===== config.mk =====
export PLATFORM = sky130hd
export DESIGN_NAME = whb_cfg
export DESIGN_NICKNAME = d
export VERILOG_FILES = /design/src/weighted_variable_bin_histogram_top_macros.svh /design/src/whb_pkg.sv /design/src/whb_cfg.sv
export SDC_FILE = /design/constraint.sdc
export NUM_CORES = 1
export LEC_CHECK = 0
export CELL_PAD_IN_SITES_DETAIL_PLACEMENT = 0
export CELL_PAD_IN_SITES_GLOBAL_PLACEMENT = 1
export CORE_MARGIN = 2
export CORE_UTILIZATION = 40
export CTS_BUF_LIST = sky130_fd_sc_hd__clkbuf_8
export CTS_CLUSTER_SIZE = 10
export DETAILED_ROUTE_END_ITERATION = 8
export DONT_BUFFER_PORTS = 1
export PLACE_DENSITY = 0.83
export SETUP_SLACK_MARGIN = 0.15
export SLEW_MARGIN = 30
export SYNTH_ARGS = -nofsm -noshare
export SYNTH_HDL_FRONTEND = slang
export SYNTH_SLANG_ARGS = --single-unit

===== constraint.sdc =====
create_clock -name clk_i -period 1.7 [get_ports clk_i]
set_input_delay 0.085 -clock clk_i [delete_from_list [all_inputs] [get_ports clk_i]]
set_output_delay 0.085 -clock clk_i [all_outputs]
set_load 0.005 [all_outputs]

===== src/weighted_variable_bin_histogram_top_macros.svh =====
// Assertion macros used by the histogram top module.
`ifndef WEIGHTED_VARIABLE_BIN_HISTOGRAM_TOP_MACROS_SVH
`define WEIGHTED_VARIABLE_BIN_HISTOGRAM_TOP_MACROS_SVH

// The consequent must hold in the same cycle as the antecedent.
`define WHB_ASSERT_IMPL(lbl, ante, cons) \
  lbl: assert property (@(posedge clk_i) disable iff (!rst_ni) (ante) |-> (cons)) \
    else $error("whb: same-cycle check failed");

// The consequent must hold in the cycle after the antecedent.
`define WHB_ASSERT_NEXT(lbl, ante, cons) \
  lbl: assert property (@(posedge clk_i) disable iff (!rst_ni) (ante) |=> (cons)) \
    else $error("whb: next-cycle check failed");

`endif


===== src/whb_pkg.sv =====
package whb_pkg;

  localparam int MAX_BINS = 64;
  localparam int BIN_W    = $clog2(MAX_BINS);
  localparam int IDX_W    = $clog2(MAX_BINS + 2);
  localparam int VAL_W    = 32;
  localparam int WGT_W    = 32;
  localparam int SUM_W    = 48;
  localparam int SQ_W     = 64;
  localparam int NE_W     = 7;
  localparam int CFG_AW   = 3;
  localparam int CFG_DW   = 32;

  localparam logic [IDX_W-1:0] FOUND_UNDER = IDX_W'(MAX_BINS);
  localparam logic [IDX_W-1:0] FOUND_OVER  = IDX_W'(MAX_BINS + 1);
  localparam logic [NE_W-1:0]  NE_RESET    = NE_W'(MAX_BINS + 1);

  typedef enum logic [1:0] {
    ACT_CLEAR = 2'd0,
    ACT_WRITE = 2'd1,
    ACT_FILL  = 2'd2,
    ACT_READ  = 2'd3
  } action_e;

  typedef struct packed {
    logic                     valid;
    action_e                  action;
    logic [IDX_W-1:0]         idx;
    logic [VAL_W-1:0]         value;
    logic                     hit;
    logic [BIN_W-1:0]         cand;
    logic signed [SUM_W-1:0]  sum;
    logic [SQ_W-1:0]          sq;
    logic                     under;
    logic                     over;
  } whb_token_t;

  typedef struct packed {
    logic                     clr;
    logic                     edge_we;
    logic [BIN_W-1:0]         edge_idx;
    logic [VAL_W-1:0]         edge_val;
    logic                     upd_we;
    logic [BIN_W-1:0]         upd_idx;
    logic signed [SUM_W-1:0]  upd_sum;
    logic [SQ_W-1:0]          upd_sq;
  } whb_ctl_t;

endpackage


===== src/whb_cfg.sv =====
module whb_cfg (
  input  logic                        clk_i,
  input  logic                        rst_ni,
  input  logic                        psel,
  input  logic                        penable,
  input  logic                        pwrite,
  input  logic [whb_pkg::CFG_AW-1:0]  paddr,
  input  logic [whb_pkg::CFG_DW-1:0]  pwdata,
  output logic [whb_pkg::CFG_DW-1:0]  prdata,
  output logic                        pready,
  output logic [whb_pkg::IDX_W-1:0]   n_last_o
);
  import whb_pkg::*;

  localparam logic REG_NUM_EDGES = 1'b0;

  logic [NE_W-1:0] num_edges_q, num_edges_d;
  logic            wr_en;

  assign pready = 1'b1;
  assign wr_en  = psel && penable && pwrite && pready;

  always_comb begin
    num_edges_d = num_edges_q;
    if (wr_en && (paddr[CFG_AW-1] == REG_NUM_EDGES)) begin
      num_edges_d = pwdata[NE_W-1:0];
    end
  end

  always_ff @(posedge clk_i or negedge rst_ni) begin
    if (!rst_ni) begin
      num_edges_q <= NE_RESET;
    end else begin
      num_edges_q <= num_edges_d;
    end
  end

  always_comb begin
    prdata = '0;
    if (paddr[CFG_AW-1] == REG_NUM_EDGES) begin
      prdata = CFG_DW'(num_edges_q);
    end
  end

  always_comb begin
    if (num_edges_q < NE_W'(2)) begin
      n_last_o = IDX_W'(1);
    end else if (num_edges_q > NE_W'(MAX_BINS + 1)) begin
      n_last_o = IDX_W'(MAX_BINS);
    end else begin
      n_last_o = IDX_W'(num_edges_q - NE_W'(1));
    end
  end

endmodule


# Yosys cells after proc, flatten, opt, wreduce, memory -nomap -nowiden
# Cells that the tools add are included.
[word_totals]
mem_count = 0
mem_bits_ro = 0
ram_bits = 0
output_inout_bits = 40
word_cells = 11
latch_bits = 0
register_bits = 7
[op_classes]
mux = 3
n_reduce_logical = 3
n_eq_ne = 0
n_shift = 0
order_cmp = 2
n_mul = 0
add_sub_neg = 1
n_div = 0
n_bitwise = 1
[ops]
columns = ["cell", "count"]
rows = [
  ["$mux 7", 3],
  ["$gt 7x7->1 const B", 1],
  ["$lt 7x2->1 const B", 1],
  ["$sub 7x1->7 const B", 1],
  ["$logic_and 1x1->1", 3],
  ["$not 1->1", 1],
]

# Logic depth before layout (Yosys ltp)
[depth]
ltp_word = 3
depth_mapped = 6
mapped_depth_nobuf = 5

# Worst setup path after synthesis
# No wires, ideal clock.
[synth_path]
path_type = "reg-to-output"
from = "register num_edges_q[1]"
to = "output port n_last_o[2] (netlist name)"
stages_incl_launch_ff = 7
arrival_ps = 1306
slack_ps = 309
path_buffers = 1
cell_sequence = "dfrtp_1 -> clkbuf_1 -> inv_1 -> ha_1 -> o21ba_2 -> o21a_1 -> nor3_1"
[synth_via]
elab_chain_len = 3
[synth_rtl]
columns = ["element", "line", "source"]
rows = [
  ["from (decl)", "whb_cfg.sv:17", "logic [NE_W-1:0] num_edges_q, num_edges_d;"],
  ["from (signal assigned)", "whb_cfg.sv:34", "num_edges_q <= num_edges_d;"],
  ["$sub 7x1->7 or $gt 7x7->1 (tied branches)", "whb_cfg.sv:51, whb_cfg.sv:48", ""],
  ["$mux 7", "whb_cfg.sv:48", "end else if (num_edges_q > NE_W'(MAX_BINS + 1)) begin"],
  ["$mux 7 *", "whb_cfg.sv:46", "if (num_edges_q < NE_W'(2)) begin"],
  ["to (decl)", "whb_cfg.sv:11", "output logic [whb_pkg::IDX_W-1:0] n_last_o"],
]
# Mark *: on every way between the ends. The rest lies on a longest branch, timed or not.

# Worst setup path in the final report
[layout_path]
from = "register num_edges_q[0]"
to = "output port n_last_o[2] (netlist name)"
# The elaborated chain is that of the path after synthesis.

==> flow_summary.yaml <==
clock_tree:
  clkTransAtPathRegs_ns: 0.04
  cts_buffers: 3
  cts_max_level: 1
  clock-root-buffer: "clkbuf_8"
  clk_path_buf_depth: 2
  cts_tree: "done"
  clock_latency_ns: 0.23
  clock_sinks: 7
drt:
  highest_layer: "met4"
  drt_iter0_drc: 2
  drt-met1-wl_microns: 563
  via_per_inst: 4.555
  wl_met2_microns: 738
  dr.pass1.iters: 4
  wl_per_cell_microns: 12.08
  vias: 542
  wl_mm: 1.438
  antenna_left: 0
  wl_met3_microns: 116
  drc: 0
finish:
  top_register: "num_edges_q"
  fin_nets: 137
  largestRegisters: "num_edges_q: 7 flops"
  final_common_cell: "conb_1"
  post-route-cell-area_sq_um: 889.6
  drive_gt1_frac: 0.4043
  n_antenna_cell: 0
  syn_to_final_growth_pct: 14.86
  largest_reg_flops: 7
  mostFrequentLayoutCells: "conb_1, buf_4, mux2_2"
  fillers: 172
yosys:
  yosys_warnings: 0
  avgSynthCellArea_sq_um: 9.006
  synth_top_area_cell: "buf_4"
  synth_edf_count: 0
  synth_area_leaders: "buf_4, dfrtp_1, mux2_2"
  synth_top_area_frac: 0.2520
  syn_area_sq_um: 774.5
  syn_inst: 86
  ys_types: 30
  synth_seq_cells: 7
  synthFlopType: "dfrtp_1"
  ys_seq_area_frac: 0.2294
  ys_async_sr_fraction: 1.000
worst_setup_path:
  end_kind: "primary output"
  required_ns: 1.62
  critical_path_arrival_ns: 1.51
  regToRegStartpoint: "num_edges_q[1]"
  cp_slowest_cell: "dfstp_2"
  r2r-end: "num_edges_q[1]"
  crit_path_start_kind: "flop"
  cp_max_fo: 4
  cpPeakStageDelay_ns: 0.58
  criticalPathCategory: "reg2out"
  path_cells: "ha_4 -> o21ba_4 -> o21a_4 -> nor3_2"
  r2r_cells: 2
  r2r_setup_slack_ns: 0.78
sta:
  finalCritPeriodShare: 0.9404
  tns_ns: 0
  fin_ws_ns: 0.1013
  fin_skew_ns: 0
  final.min_clock_period_ns: 1.599
  drv_slew: 0
  hold_violations: 0
  setup_viol_count_final: 0
  fmax_ghz: 0.6255
  rsz0062_at_grt: "true"
place:
  placed_area_sq_um: 694.4
  hpwl_mm: 1.056
  portBuffers: 0
  dp_slack_ns: 0.1863
  gp_congestion: 0.7061
global_route:
  grt_pass1_vias: 461
  grt_max_degree: 14
  grt_overflow: 0
  antenna_found_initial: 0
  grt_pass1_wl_mm: 1.897
  grt_use_total: 0.1190
power:
  power_leakage_nw: 0.3972
  ir_drop_mv: 0.6554
  power.density_nw_per_um2: 1120
run:
  cap_violations: 0
die:
  dieArea_sq_um: 2304
  io_pins: 80
  placeableCoreArea_sq_um: 1783
  rows: 15
  die_x_microns: 48
  die_h_microns: 48
  start_util: 0.4344
min_path:
  worst_hold_path.endpoint: "num_edges_q[3]"
  hold_class: "in2reg"
  hold-path-cell-count: 1
  hp-start: "pwdata[3]"
outcome:
  status: "complete, no violations"
-- worst max-delay path: cells and delay by family, from the launching register on --
family,cells,cell delay [ns]
fa+ha+maj,1,0.15
compound gates,2,0.37
flops,1,0.58
simple gates,1,0.19
-- final cells by class --
class / instances / area, sq um / share of cell area
Multi-Input combinational cell: 72 / 554.3 / 0.6231
Sequential cell: 7 / 181.4 / 0.2039
Timing Repair Buffer: 9 / 70.07 / 0.07876
Clock buffer: 3 / 41.29 / 0.04641
Tap cell: 25 / 31.28 / 0.03516
Inverter: 2 / 7.507 / 0.008439
Clock inverter: 1 / 3.754 / 0.004219
-- synthesized netlist by cell type, types with 2 or more instances --
| cell | number |
|---|---|
| dfstp_2 | 2 |
| nor3_1 | 5 |
| xnor2_1 | 3 |
| buf_4 | 26 |
| inv_1 | 2 |
| ha_1 | 2 |
| nor4_1 | 2 |
| buf_2 | 2 |
| conb_1 | 2 |
| dfrtp_1 | 5 |
| nor2_1 | 4 |
| nor2b_1 | 6 |
| nand2b_1 | 2 |
| mux2_2 | 7 |
-- metal layers --
metal,vias up,track usage
li1,255,-
met1,255,0.1259
met2,30,0.2160
met3,2,0.02642
met4,0,0.06486
met5,-,0
-- power breakdown --
group / leakage [nW] / total (mW) / internal (mW) / switching (mW)
clock: 0.0269 / 0.222 / 0.156 / 0.0669
sequential: 0.0777 / 0.303 / 0.216 / 0.0865
combinational: 0.293 / 0.471 / 0.259 / 0.212
-- how the worst max path moves through the flow --
stage                        start     endpoint  slack (ns)
finish              num_edges_q[0]  n_last_o[2]        0.10
global route        num_edges_q[0]  n_last_o[4]        0.07
floorplan           num_edges_q[1]  n_last_o[2]        0.31
detailed placement  num_edges_q[0]  n_last_o[4]        0.19
CTS                 num_edges_q[0]  n_last_o[4]        0.08
global placement    num_edges_q[0]  n_last_o[4]        0.18
-- repair_timing --
action,4_1_cts,5_1_grt
buffers inserted,5,2
hold buffers,1,0
pin swaps,5,3
resized for setup,9,10
setup endpoints to repair,4,6
hold endpoints to repair,7,0
-- cell families after synthesis --
| family | synth area share |
|---|---|
| AOI/OAI and AO/OA | 0.07109 |
| xor gates and xnor gates | 0.03393 |
| adders and majority gates | 0.03231 |
| buffers and inverters | 0.2795 |
| DFF | 0.2294 |
| muxes | 0.1341 |
| other | 0.009697 |
| and+or+nand+nor | 0.2100 |
-- through the flow --
stage	total power, mW	hold slack, ns	util	instances
after floorplan	0.5906	-0.2106	-	110
after global placement	0.5967	-0.2104	0.3895	107
after detailed placement	0.6033	-0.2104	0.3895	107
after CTS	0.9299	0.001993	0.4674	117
after global routing	1.060	0.005118	0.4989	119
final	0.9963	0.007364	0.4989	119
(Power assumes the default switching activity.)
