===== src/weighted_variable_bin_histogram_top_macros.svh =====
// Assertion macros used by the histogram top module.
`ifndef WEIGHTED_VARIABLE_BIN_HISTOGRAM_TOP_MACROS_SVH
`define WEIGHTED_VARIABLE_BIN_HISTOGRAM_TOP_MACROS_SVH

// The consequent must hold in the same cycle as the antecedent.
`define WHB_ASSERT_IMPL(lbl, ante, cons) \
  lbl: assert property (@(posedge clk_i) disable iff (!rst_ni) (ante) |-> (cons)) \
    else $error("whb: same-cycle check failed");

// The consequent must hold in the cycle after the antecedent.
`define WHB_ASSERT_NEXT(lbl, ante, cons) \
  lbl: assert property (@(posedge clk_i) disable iff (!rst_ni) (ante) |=> (cons)) \
    else $error("whb: next-cycle check failed");

`endif


===== src/whb_pkg.sv =====
package whb_pkg;

  localparam int MAX_BINS = 64;
  localparam int BIN_W    = $clog2(MAX_BINS);
  localparam int IDX_W    = $clog2(MAX_BINS + 2);
  localparam int VAL_W    = 32;
  localparam int WGT_W    = 32;
  localparam int SUM_W    = 48;
  localparam int SQ_W     = 64;
  localparam int NE_W     = 7;
  localparam int CFG_AW   = 3;
  localparam int CFG_DW   = 32;

  localparam logic [IDX_W-1:0] FOUND_UNDER = IDX_W'(MAX_BINS);
  localparam logic [IDX_W-1:0] FOUND_OVER  = IDX_W'(MAX_BINS + 1);
  localparam logic [NE_W-1:0]  NE_RESET    = NE_W'(MAX_BINS + 1);

  typedef enum logic [1:0] {
    ACT_CLEAR = 2'd0,
    ACT_WRITE = 2'd1,
    ACT_FILL  = 2'd2,
    ACT_READ  = 2'd3
  } action_e;

  typedef struct packed {
    logic                     valid;
    action_e                  action;
    logic [IDX_W-1:0]         idx;
    logic [VAL_W-1:0]         value;
    logic                     hit;
    logic [BIN_W-1:0]         cand;
    logic signed [SUM_W-1:0]  sum;
    logic [SQ_W-1:0]          sq;
    logic                     under;
    logic                     over;
  } whb_token_t;

  typedef struct packed {
    logic                     clr;
    logic                     edge_we;
    logic [BIN_W-1:0]         edge_idx;
    logic [VAL_W-1:0]         edge_val;
    logic                     upd_we;
    logic [BIN_W-1:0]         upd_idx;
    logic signed [SUM_W-1:0]  upd_sum;
    logic [SQ_W-1:0]          upd_sq;
  } whb_ctl_t;

endpackage


===== src/whb_cell.sv =====
module whb_cell (
  input  logic                        clk_i,
  input  logic                        rst_ni,
  input  logic [whb_pkg::BIN_W-1:0]   cell_idx_i,
  input  logic [whb_pkg::IDX_W-1:0]   n_last_i,
  input  whb_pkg::whb_ctl_t           ctl_i,
  input  whb_pkg::whb_token_t         tok_i,
  output whb_pkg::whb_token_t         tok_o
);
  import whb_pkg::*;

  logic [VAL_W-1:0]        bound_q;
  logic signed [SUM_W-1:0] sum_q;
  logic [SQ_W-1:0]         sq_q;
  whb_token_t              tok_q, tok_d;
  logic [IDX_W-1:0]        my_idx;

  assign my_idx = {1'b0, cell_idx_i};

  always_comb begin
    tok_d = tok_i;
    if (tok_i.valid) begin
      case (tok_i.action)
        ACT_FILL: begin
          if (cell_idx_i == '0) begin
            tok_d.under = tok_i.value < bound_q;
          end
          if ((my_idx < n_last_i) && (bound_q <= tok_i.value)) begin
            tok_d.hit  = 1'b1;
            tok_d.cand = cell_idx_i;
            tok_d.sum  = sum_q;
            tok_d.sq   = sq_q;
          end
          if (my_idx == n_last_i) begin
            tok_d.over = tok_i.value >= bound_q;
          end
        end
        ACT_READ: begin
          if (tok_i.idx == my_idx) begin
            tok_d.hit = 1'b1;
            tok_d.sum = sum_q;
            tok_d.sq  = sq_q;
          end
        end
        default: begin
        end
      endcase
    end
  end

  always_ff @(posedge clk_i or negedge rst_ni) begin
    if (!rst_ni) begin
      tok_q <= '0;
      sum_q <= '0;
      sq_q  <= '0;
    end else begin
      tok_q <= tok_d;
      if (ctl_i.clr) begin
        sum_q <= '0;
        sq_q  <= '0;
      end else if (ctl_i.upd_we && (ctl_i.upd_idx == cell_idx_i)) begin
        sum_q <= ctl_i.upd_sum;
        sq_q  <= ctl_i.upd_sq;
      end
    end
  end

  always_ff @(posedge clk_i) begin
    if (ctl_i.edge_we && (ctl_i.edge_idx == cell_idx_i)) begin
      bound_q <= ctl_i.edge_val;
    end
  end

  assign tok_o = tok_q;

endmodule


===== config.mk =====
export PLATFORM = sky130hd
export DESIGN_NAME = whb_cell
export DESIGN_NICKNAME = d
export VERILOG_FILES = /design/src/weighted_variable_bin_histogram_top_macros.svh /design/src/whb_pkg.sv /design/src/whb_cell.sv
export SDC_FILE = /design/constraint.sdc
export NUM_CORES = 1
export LEC_CHECK = 0
export CORE_AREA = 3 3 191 193
export DETAILED_ROUTE_END_ITERATION = 16
export DIE_AREA = 0 0 194 196
export DONT_BUFFER_PORTS = 1
export PLACE_DENSITY = 0.61
export REMOVE_ABC_BUFFERS = 1
export SLEW_MARGIN = 15
export SYNTH_ARGS = -nofsm -noshare
export SYNTH_HDL_FRONTEND = slang
export SYNTH_SLANG_ARGS = --single-unit

===== constraint.sdc =====
create_clock -name clk_i -period 2.75 [get_ports clk_i]
set_clock_uncertainty 0.1 [all_clocks]
set_input_delay 0.1375 -clock clk_i [delete_from_list [all_inputs] [get_ports clk_i]]
set_output_delay 0.1375 -clock clk_i [all_outputs]
set_load 0.05 [all_outputs]

==> metrics.txt, run 1 <==
Synth Flop Type dfrtp_1; Ports 500; GPL Wtd Cong a little over 0.8; Die Ht approximately 200 um; synth unique cells 44; Post-Syn Instances between 1000 and 1500; CTS H-Tree Depth 2; synth warn 0; FF+latch count, synth 307; asr flop ratio synth 0.896; post-CTS setup buffer count 2; Max clock buf depth 3; tool error [ERROR RSZ-0060] Max buffer count reached.; input/output buffers 0; Stopped at clock tree synthesis (4_1_cts); dpl hpwl ~31000 um; Placed Cells 1758; Root Buffer clkbuf_16; CTS Buf Count 37; Initial Utilization 0.434; row count roughly 70; number of synthesized flops with an enable pin 32; syn avg cell area roughly 11 um^2; CTS Hold Bufs 366; clock sink count 307; register area share after synthesis 0.521; width of the die between 150 and 200 um; Cell Area, Synth ~15000 um^2; CTS resizes 3; pre-CTS setup slack -0.0966 ns; status stopped before the end
[Yosys cell counts (all sizes together), types with 10 or more instances]
cell    count  area share
inv        41       0.010
dfrtp     275        0.46
ha         38       0.032
a221o     113       0.075
edfxtp     32       0.064
clkbuf    106       0.026
nand2     236       0.059
xor2       10      0.0058
a22o      224        0.13
buf        31       0.017
a21oi     126       0.042
and3      112       0.047
[metrics by stage]
stage / cell area (um^2) / util
after detailed placement: 15400 / 0.443
after floorplan: 14400 / -
after global placement: 15400 / 0.443
[cell families after synthesis]
group / after synthesis / share of synthesized area
AOI/OAI and AO/OA: 484 / 0.259
xor gates and xnor gates: 18 / 0.0105
adders and majority gates: 38 / 0.0316
buffers and inverters: 178 / 0.0539
DFF: 307 / 0.521
muxes: 7 / 0.00524
and+or+nand+nor: 382 / 0.119
==> run 2: changes to the inputs <==
Settings changed: CORE_AREA 3 3 191 193 to default, CORE_MARGIN from default to 3, CORE_UTILIZATION from default to 40, DIE_AREA 0 0 194 196 to default, PLACE_DENSITY 0.61 to default, PLACE_DENSITY_LB_ADDON from default to 0.15.
Clock period 2.75 ns to 3.6 ns, I/O delays scaled along.
==> metrics.txt, run 2 <==
Iteration-0 DRC Markers 717; GR Util met2 0.429; clock network fraction of design power 0.434; synth unique cells 44 (unchanged); critical path class flop to flop; Hold Fails Final Rpt ~280; net switching power figure 2.54 mW; Synth Flop Type dfrtp_1; DRC viols 0; fraction of layout cells with a size suffix above 1 0.0585; status finished, violations left; final WL 53300 um; Post-Syn Instances 1414 (unchanged); design area 19800 um^2; Fmax a little under 0.3 GHz; Final WS setup approximately 0.22 ns; GRT Total Usage 0.254; asr flop ratio synth 0.896 (unchanged); width of the die 200 um (+3.1%); CTS Hold Bufs 317 (-13%); Slew Viols, Final 0; DR pass1 iterations 7; input/output buffers 0 (unchanged); internal power ~6.7 mW; first-pass GRT wire length approximately 79000 um; initial antenna violation count 3; core area around 37000 um^2; vias in the first global route between 10000 and 15000; synth warn 0 (unchanged); max reg flops 163; GPL Wtd Cong 0.794 (-3.3%); most frequent cells in the layout dlygate4sd3_1, dfrtp_1, nand2_1; hold crit path type input port to async pin; CP startpoint bound_q[30]; Ant. Diodes 0; Final period util 0.940; via count approximately 13000; fin crit period roughly 3.4 ns; area share of the largest cell type after synthesis 0.457 (unchanged); dpl cell area 15300 um^2 (-0.32%); row count 70 (+2.9%); Rel. slew slack 0.391; register area share after synthesis 0.521 (unchanged); Initial Utilization 0.408 (-0.0254); violated checks negative hold slack; WHS -0.756 ns; Max clock buf depth 3 (unchanged); Routed WL per cell 24.5 um; WP data arrival approximately 3.7 ns; gr ovfl total 0; FF+latch count, synth 307 (unchanged); crit end category flop; Avg Vias per Cell between 5 and 6; met1 Use GR 0.309; CP max FO 7; worst IR drop on VDD about 550 uV; final setup fails 0; clock sink count 307 (unchanged); syn avg cell area 10.6 um^2 (unchanged); required time of the critical path 3.91 ns; combinational power share 0.104; CTS H-Tree Depth 2 (unchanged); Most Used Layer, Global Route met2; flop-to-flop setup slack 0.22 ns; die area ~40000 um^2; Leak a little under 9 nW; Layout Nets roughly 2000; GRT met3 Usage 0.0725; setup total negative slack 0 ns; Root Buffer clkbuf_16; Clk Latency, worst-skew pair about 0.53 ns; Die Ht 200 um (+2.0%); cell taking the most area after synthesis dfrtp_1; launch point of the worst reg-to-reg path bound_q[30]; CP Capture Point tok_o[115]; most frequent cell after synthesis dfrtp_1; layout overhead on the synthesized area 31.7%; Cell Area, Synth 15000 um^2 (unchanged); dpl hpwl 29900 um (-2.8%); Ports 500 (unchanged); number of synthesized flops with an enable pin 32 (unchanged); Final ANT Viol Nets 0; largest net degree at the start of global routing 276; worst slew pin tran ~0.91 ns; FF-to-FF End tok_o[115]; max cap viols 0; Register-to-Register Path Depth 9; synth top area cells dfrtp_1, a22o_1, a221o_1; most frequent cells after synthesis dfrtp_1, nand2_1, a22o_1, a21oi_1, a221o_1; TritonCTS clock tree yes; commonest non-fill, non-tap cell in the layout dlygate4sd3_1; Net Sw Frac 0.274; RSZ-0062 raised after global routing false; share of power burned in registers 0.462; PwrDens 468 nW/um^2; clock slew at reported path FFs roughly 0.06 ns; pre-CTS setup slack 0.498 ns (+0.594 ns); CTS Buf Count 37 (unchanged); Worst Setup Start Kind flop
==> run 2: cell counts after synthesis <==
Identical to the previous run, type by type.
==> run 2: per-layer routing <==
| layer | vias up | share of wire |
|---|---|---|
| met4 | 6 | 0.033 |
| met1 | 6499 | 0.39 |
| met2 | 566 | 0.50 |
| met5 | - | 0.00051 |
| li1 | 5772 | - |
| met3 | 104 | 0.084 |
==> run 2: logic make-up (layout without fill, tap and decap cells) <==
| family | Yosys count | after routing | share of synthesized area |
|---|---|---|---|
| and+or+nand+nor | 382 | 382 | 0.119 |
| adders and majority gates | 38 | 38 | 0.0316 |
| AOI/OAI and AO/OA | 484 | 484 | 0.259 |
| muxes | 7 | 7 | 0.00524 |
| xor gates and xnor gates | 18 | 18 | 0.0105 |
| buffers and inverters | 178 | 439 | 0.0539 |
| DFF | 307 | 307 | 0.521 |
==> run 2: worst min path at each step <==
stage	from	to	slack, ns
finish	rst_ni	tok_o[152]	-0.76
global route	rst_ni	tok_o[150]	-0.79
CTS	rst_ni	tok_o[24]	-0.80
detailed placement	rst_ni	tok_o[151]	-0.21
global placement	rst_ni	tok_o[152]	-0.21
floorplan	rst_ni	sq_q[0]	-0.22
==> run 2: power groups by stage <==
stage | clock network (mW) | registers (mW) | logic [mW]
detailed placement | 0 | 4.35 | 0.572
floorplan | 0 | 4.29 | 0.429
finish | 4.03 | 4.28 | 0.966
CTS | 4.13 | 4.28 | 0.956
global placement | 0 | 4.35 | 0.555
global route | 4.27 | 4.30 | 1.04
==> run 2: final cells by class <==
type	count	area [um^2]
clock inverter	13	272
tap	504	631
multi-input combinational	929	6470
fill	3192	17100
sequential	307	7840
inverter	41	154
clock buffer	50	1020
timing repair buffer	335	3430
==> run 2: metrics by stage <==
| stage | utilization | hold slack (ns) | cells | power (mW) |
|---|---|---|---|---|
| 6_report | 0.538 | -0.756 | 2179 | 9.28 |
| 5_1_grt | 0.538 | -0.790 | 2179 | 9.61 |
| 4_1_cts | 0.538 | -0.799 | 2179 | 9.37 |
| 3_5_place_dp | 0.415 | -0.211 | 1799 | 4.92 |
| 3_3_place_gp | 0.415 | -0.210 | 1799 | 4.91 |
| 2_1_floorplan | - | -0.216 | 1277 | 4.72 |
==> run 2: repair_timing <==
item                      CTS  global route
gates resized for setup     0             0
hold endpoints to repair  582           275
buffers inserted            0             0
==> run 2: critical path, stage by stage (launching register included) <==
cell and delay, ns:
edfxtp_1 0.32, inv_1 0.05, ha_1 0.30, and4_1 0.24, nand4_1 0.19, or4_4 0.61, a31oi_4 0.24, o211ai_2 0.29
mux2_2 0.37, dlygate4sd3_1 0.56
No activity file was read; power rests on OpenSTA's default activity.
==> run 3: changes to the inputs <==
Settings changed: CORE_ASPECT_RATIO from default to 1.5, TNS_END_PERCENT from default to 10.
==> metrics.txt, run 3 (synthesized netlist as in run 2, its figures left out) <==
via count 13300 (+2.4%); Overall Power 8.55 mW (-7.8%); Ports 500 (unchanged); most frequent cells in the layout dlygate4sd3_1, dfrtp_1, nand2_1; fraction of layout cells with a size suffix above 1 0.0517 (-0.00683); dpl hpwl 31400 um (+4.9%); final WL 56400 um (+5.8%); GPL Wtd Cong 0.783 (-1.3%); Avg Vias per Cell 6.04 (+1.7%); initial antenna violation count 9 (+6); WHS -0.785 ns (-0.0286 ns); fin crit period 3.46 ns (+0.0760 ns); core area 36900 um^2 (about the same); fillers 3200 (+0.25%); PwrDens 430 nW/um^2 (-8.1%); Cell Chain, Critical Path inv_1 > ha_1 > a21o_1 > a221o_1 > a221oi_2 > o21ai_2 > o211ai_2 > mux2_2 > dlygate4sd3_1; CTS Buf Count 31 (-16%); worst IR drop on VDD 347 uV (-37%); max reg flops 163 (unchanged); CTS H-Tree Depth 1 (-1); pre-CTS setup slack 0.590 ns (+0.0926 ns); input/output buffers 0 (unchanged); hold crit path type input port to async pin; post-CTS setup buffer count 0 (unchanged); GRT Total Usage 0.267 (+0.0138); worst slew pin tran 0.768 ns (-0.145 ns); required time of the critical path 3.94 ns (+0.03 ns); Fmax 0.289 GHz (-2.2%); largest net degree at the start of global routing 276 (unchanged); slowest stage delay, CP 0.58 ns (-0.03 ns); WP data arrival 3.80 ns (+0.11 ns); width of the die 164 um (-18%); critical path class flop to flop; violated checks negative hold slack; layout overhead on the synthesized area 32.2%; first-pass GRT wire length 82800 um (+4.7%); Hold Fails Final Rpt 275 (unchanged); Clk Latency, worst-skew pair 0.58 ns (+0.05 ns); Root Buffer clkbuf_16; RSZ-0062 raised after global routing false; CP max FO 7 (unchanged); Slew Viols, Final 0 (unchanged); DRC viols 0 (unchanged); Final ANT Viol Nets 0 (unchanged); TritonCTS clock tree yes; final setup fails 0 (unchanged); vias in the first global route 13500 (+0.99%); CTS Hold Bufs 354 (+12%); Die Ht 244 um (+22%); gr ovfl total 0 (unchanged); die area 40000 um^2 (+0.12%); row count 86 (+23%); Layout Nets 2054 (+1.4%); crit end category flop; clock sink count 307 (unchanged); Final WS setup 0.142 ns (-0.0760 ns); Worst Setup Start Kind flop; Rel. slew slack 0.488 (+0.0964); Max clock buf depth 3 (unchanged); Initial Utilization 0.408 (about the same); clock slew at reported path FFs 0.07 ns (about the same); Routed WL per cell 25.7 um (+5.1%); setup total negative slack 0 ns (unchanged); status finished, violations left; DR pass1 iterations 6 (-1); commonest non-fill, non-tap cell in the layout dlygate4sd3_1; CTS resizes 0 (unchanged); Iteration-0 DRC Markers 813 (+13%); slowest cell on the critical path dlygate4sd3_1; Leak 8.77 nW (+1.4%); Final period util 0.961 (+0.0211); max cap viols 0 (unchanged)
run 3: final timing paths:
| check | start | endpoint | slack [ns] | cells past startpoint |
|---|---|---|---|---|
| min | rst_ni | tok_o[123] | -0.78 | 0 |
| min reg2reg | sum_q[31] | sum_q[31] | 0.43 | 2 |
| max reg2reg | bound_q[25] | tok_o[115] | 0.14 | 9 |
| max | bound_q[25] | tok_o[115] | 0.14 | 9 |
| max in group asynchronous | rst_ni | sum_q[7] | 3.79 | 0 |
| min in group clk_i | ctl_i[158] | sq_q[41] | 0.01 | 2 |
run 3: power breakdown:
group / internal [mW] / switching (mW)
registers: 3.65 / 0.646
logic: 0.527 / 0.452
clock network: 1.87 / 1.41
total: 6.05 / 2.51
run 3: area by class of cell:
cell class / count / area (um^2) / share of cell area
clock buffer: 40 / 850 / 0.0427
inverter: 41 / 154 / 0.00774
multi-input combinational: 929 / 6470 / 0.325
antenna: 7 / 17.5 / 0.000881
sequential: 307 / 7840 / 0.394
clock inverter: 17 / 165 / 0.00830
tap: 484 / 606 / 0.0304
timing repair buffer: 369 / 3790 / 0.191
run 3: through the flow:
stage / area (um^2) / hold slack (ns) / util / cells
after floorplan: 14400 / -0.216 / - / 1277
final: 19900 / -0.785 / 0.539 / 2194
after CTS: 19900 / -0.829 / 0.539 / 2187
after global routing: 19900 / -0.820 / 0.539 / 2194
after detailed placement: 15300 / -0.210 / 0.414 / 1776
after global placement: 15300 / -0.210 / 0.414 / 1776
run 3: worst max-delay path, delay by kind of cell, from the launching register on:
kind	cells	cell delay (ns)
adders and majority gates	1	0.24
muxes	1	0.44
buffers and inverters	2	0.65
AOI/OAI and AO/OA	5	1.51
DFF	1	0.38
run 3: routing by layer:
metal | share of wire | up-vias | routed length [um] | track usage
li1 | - | 5825 | - | -
met1 | 0.34 | 6590 | 19400 | 0.293
met2 | 0.51 | 680 | 28600 | 0.471
met3 | 0.091 | 155 | 5140 | 0.0694
met4 | 0.058 | 4 | 3290 | 0.138
met5 | 0.00048 | - | 27 | 0
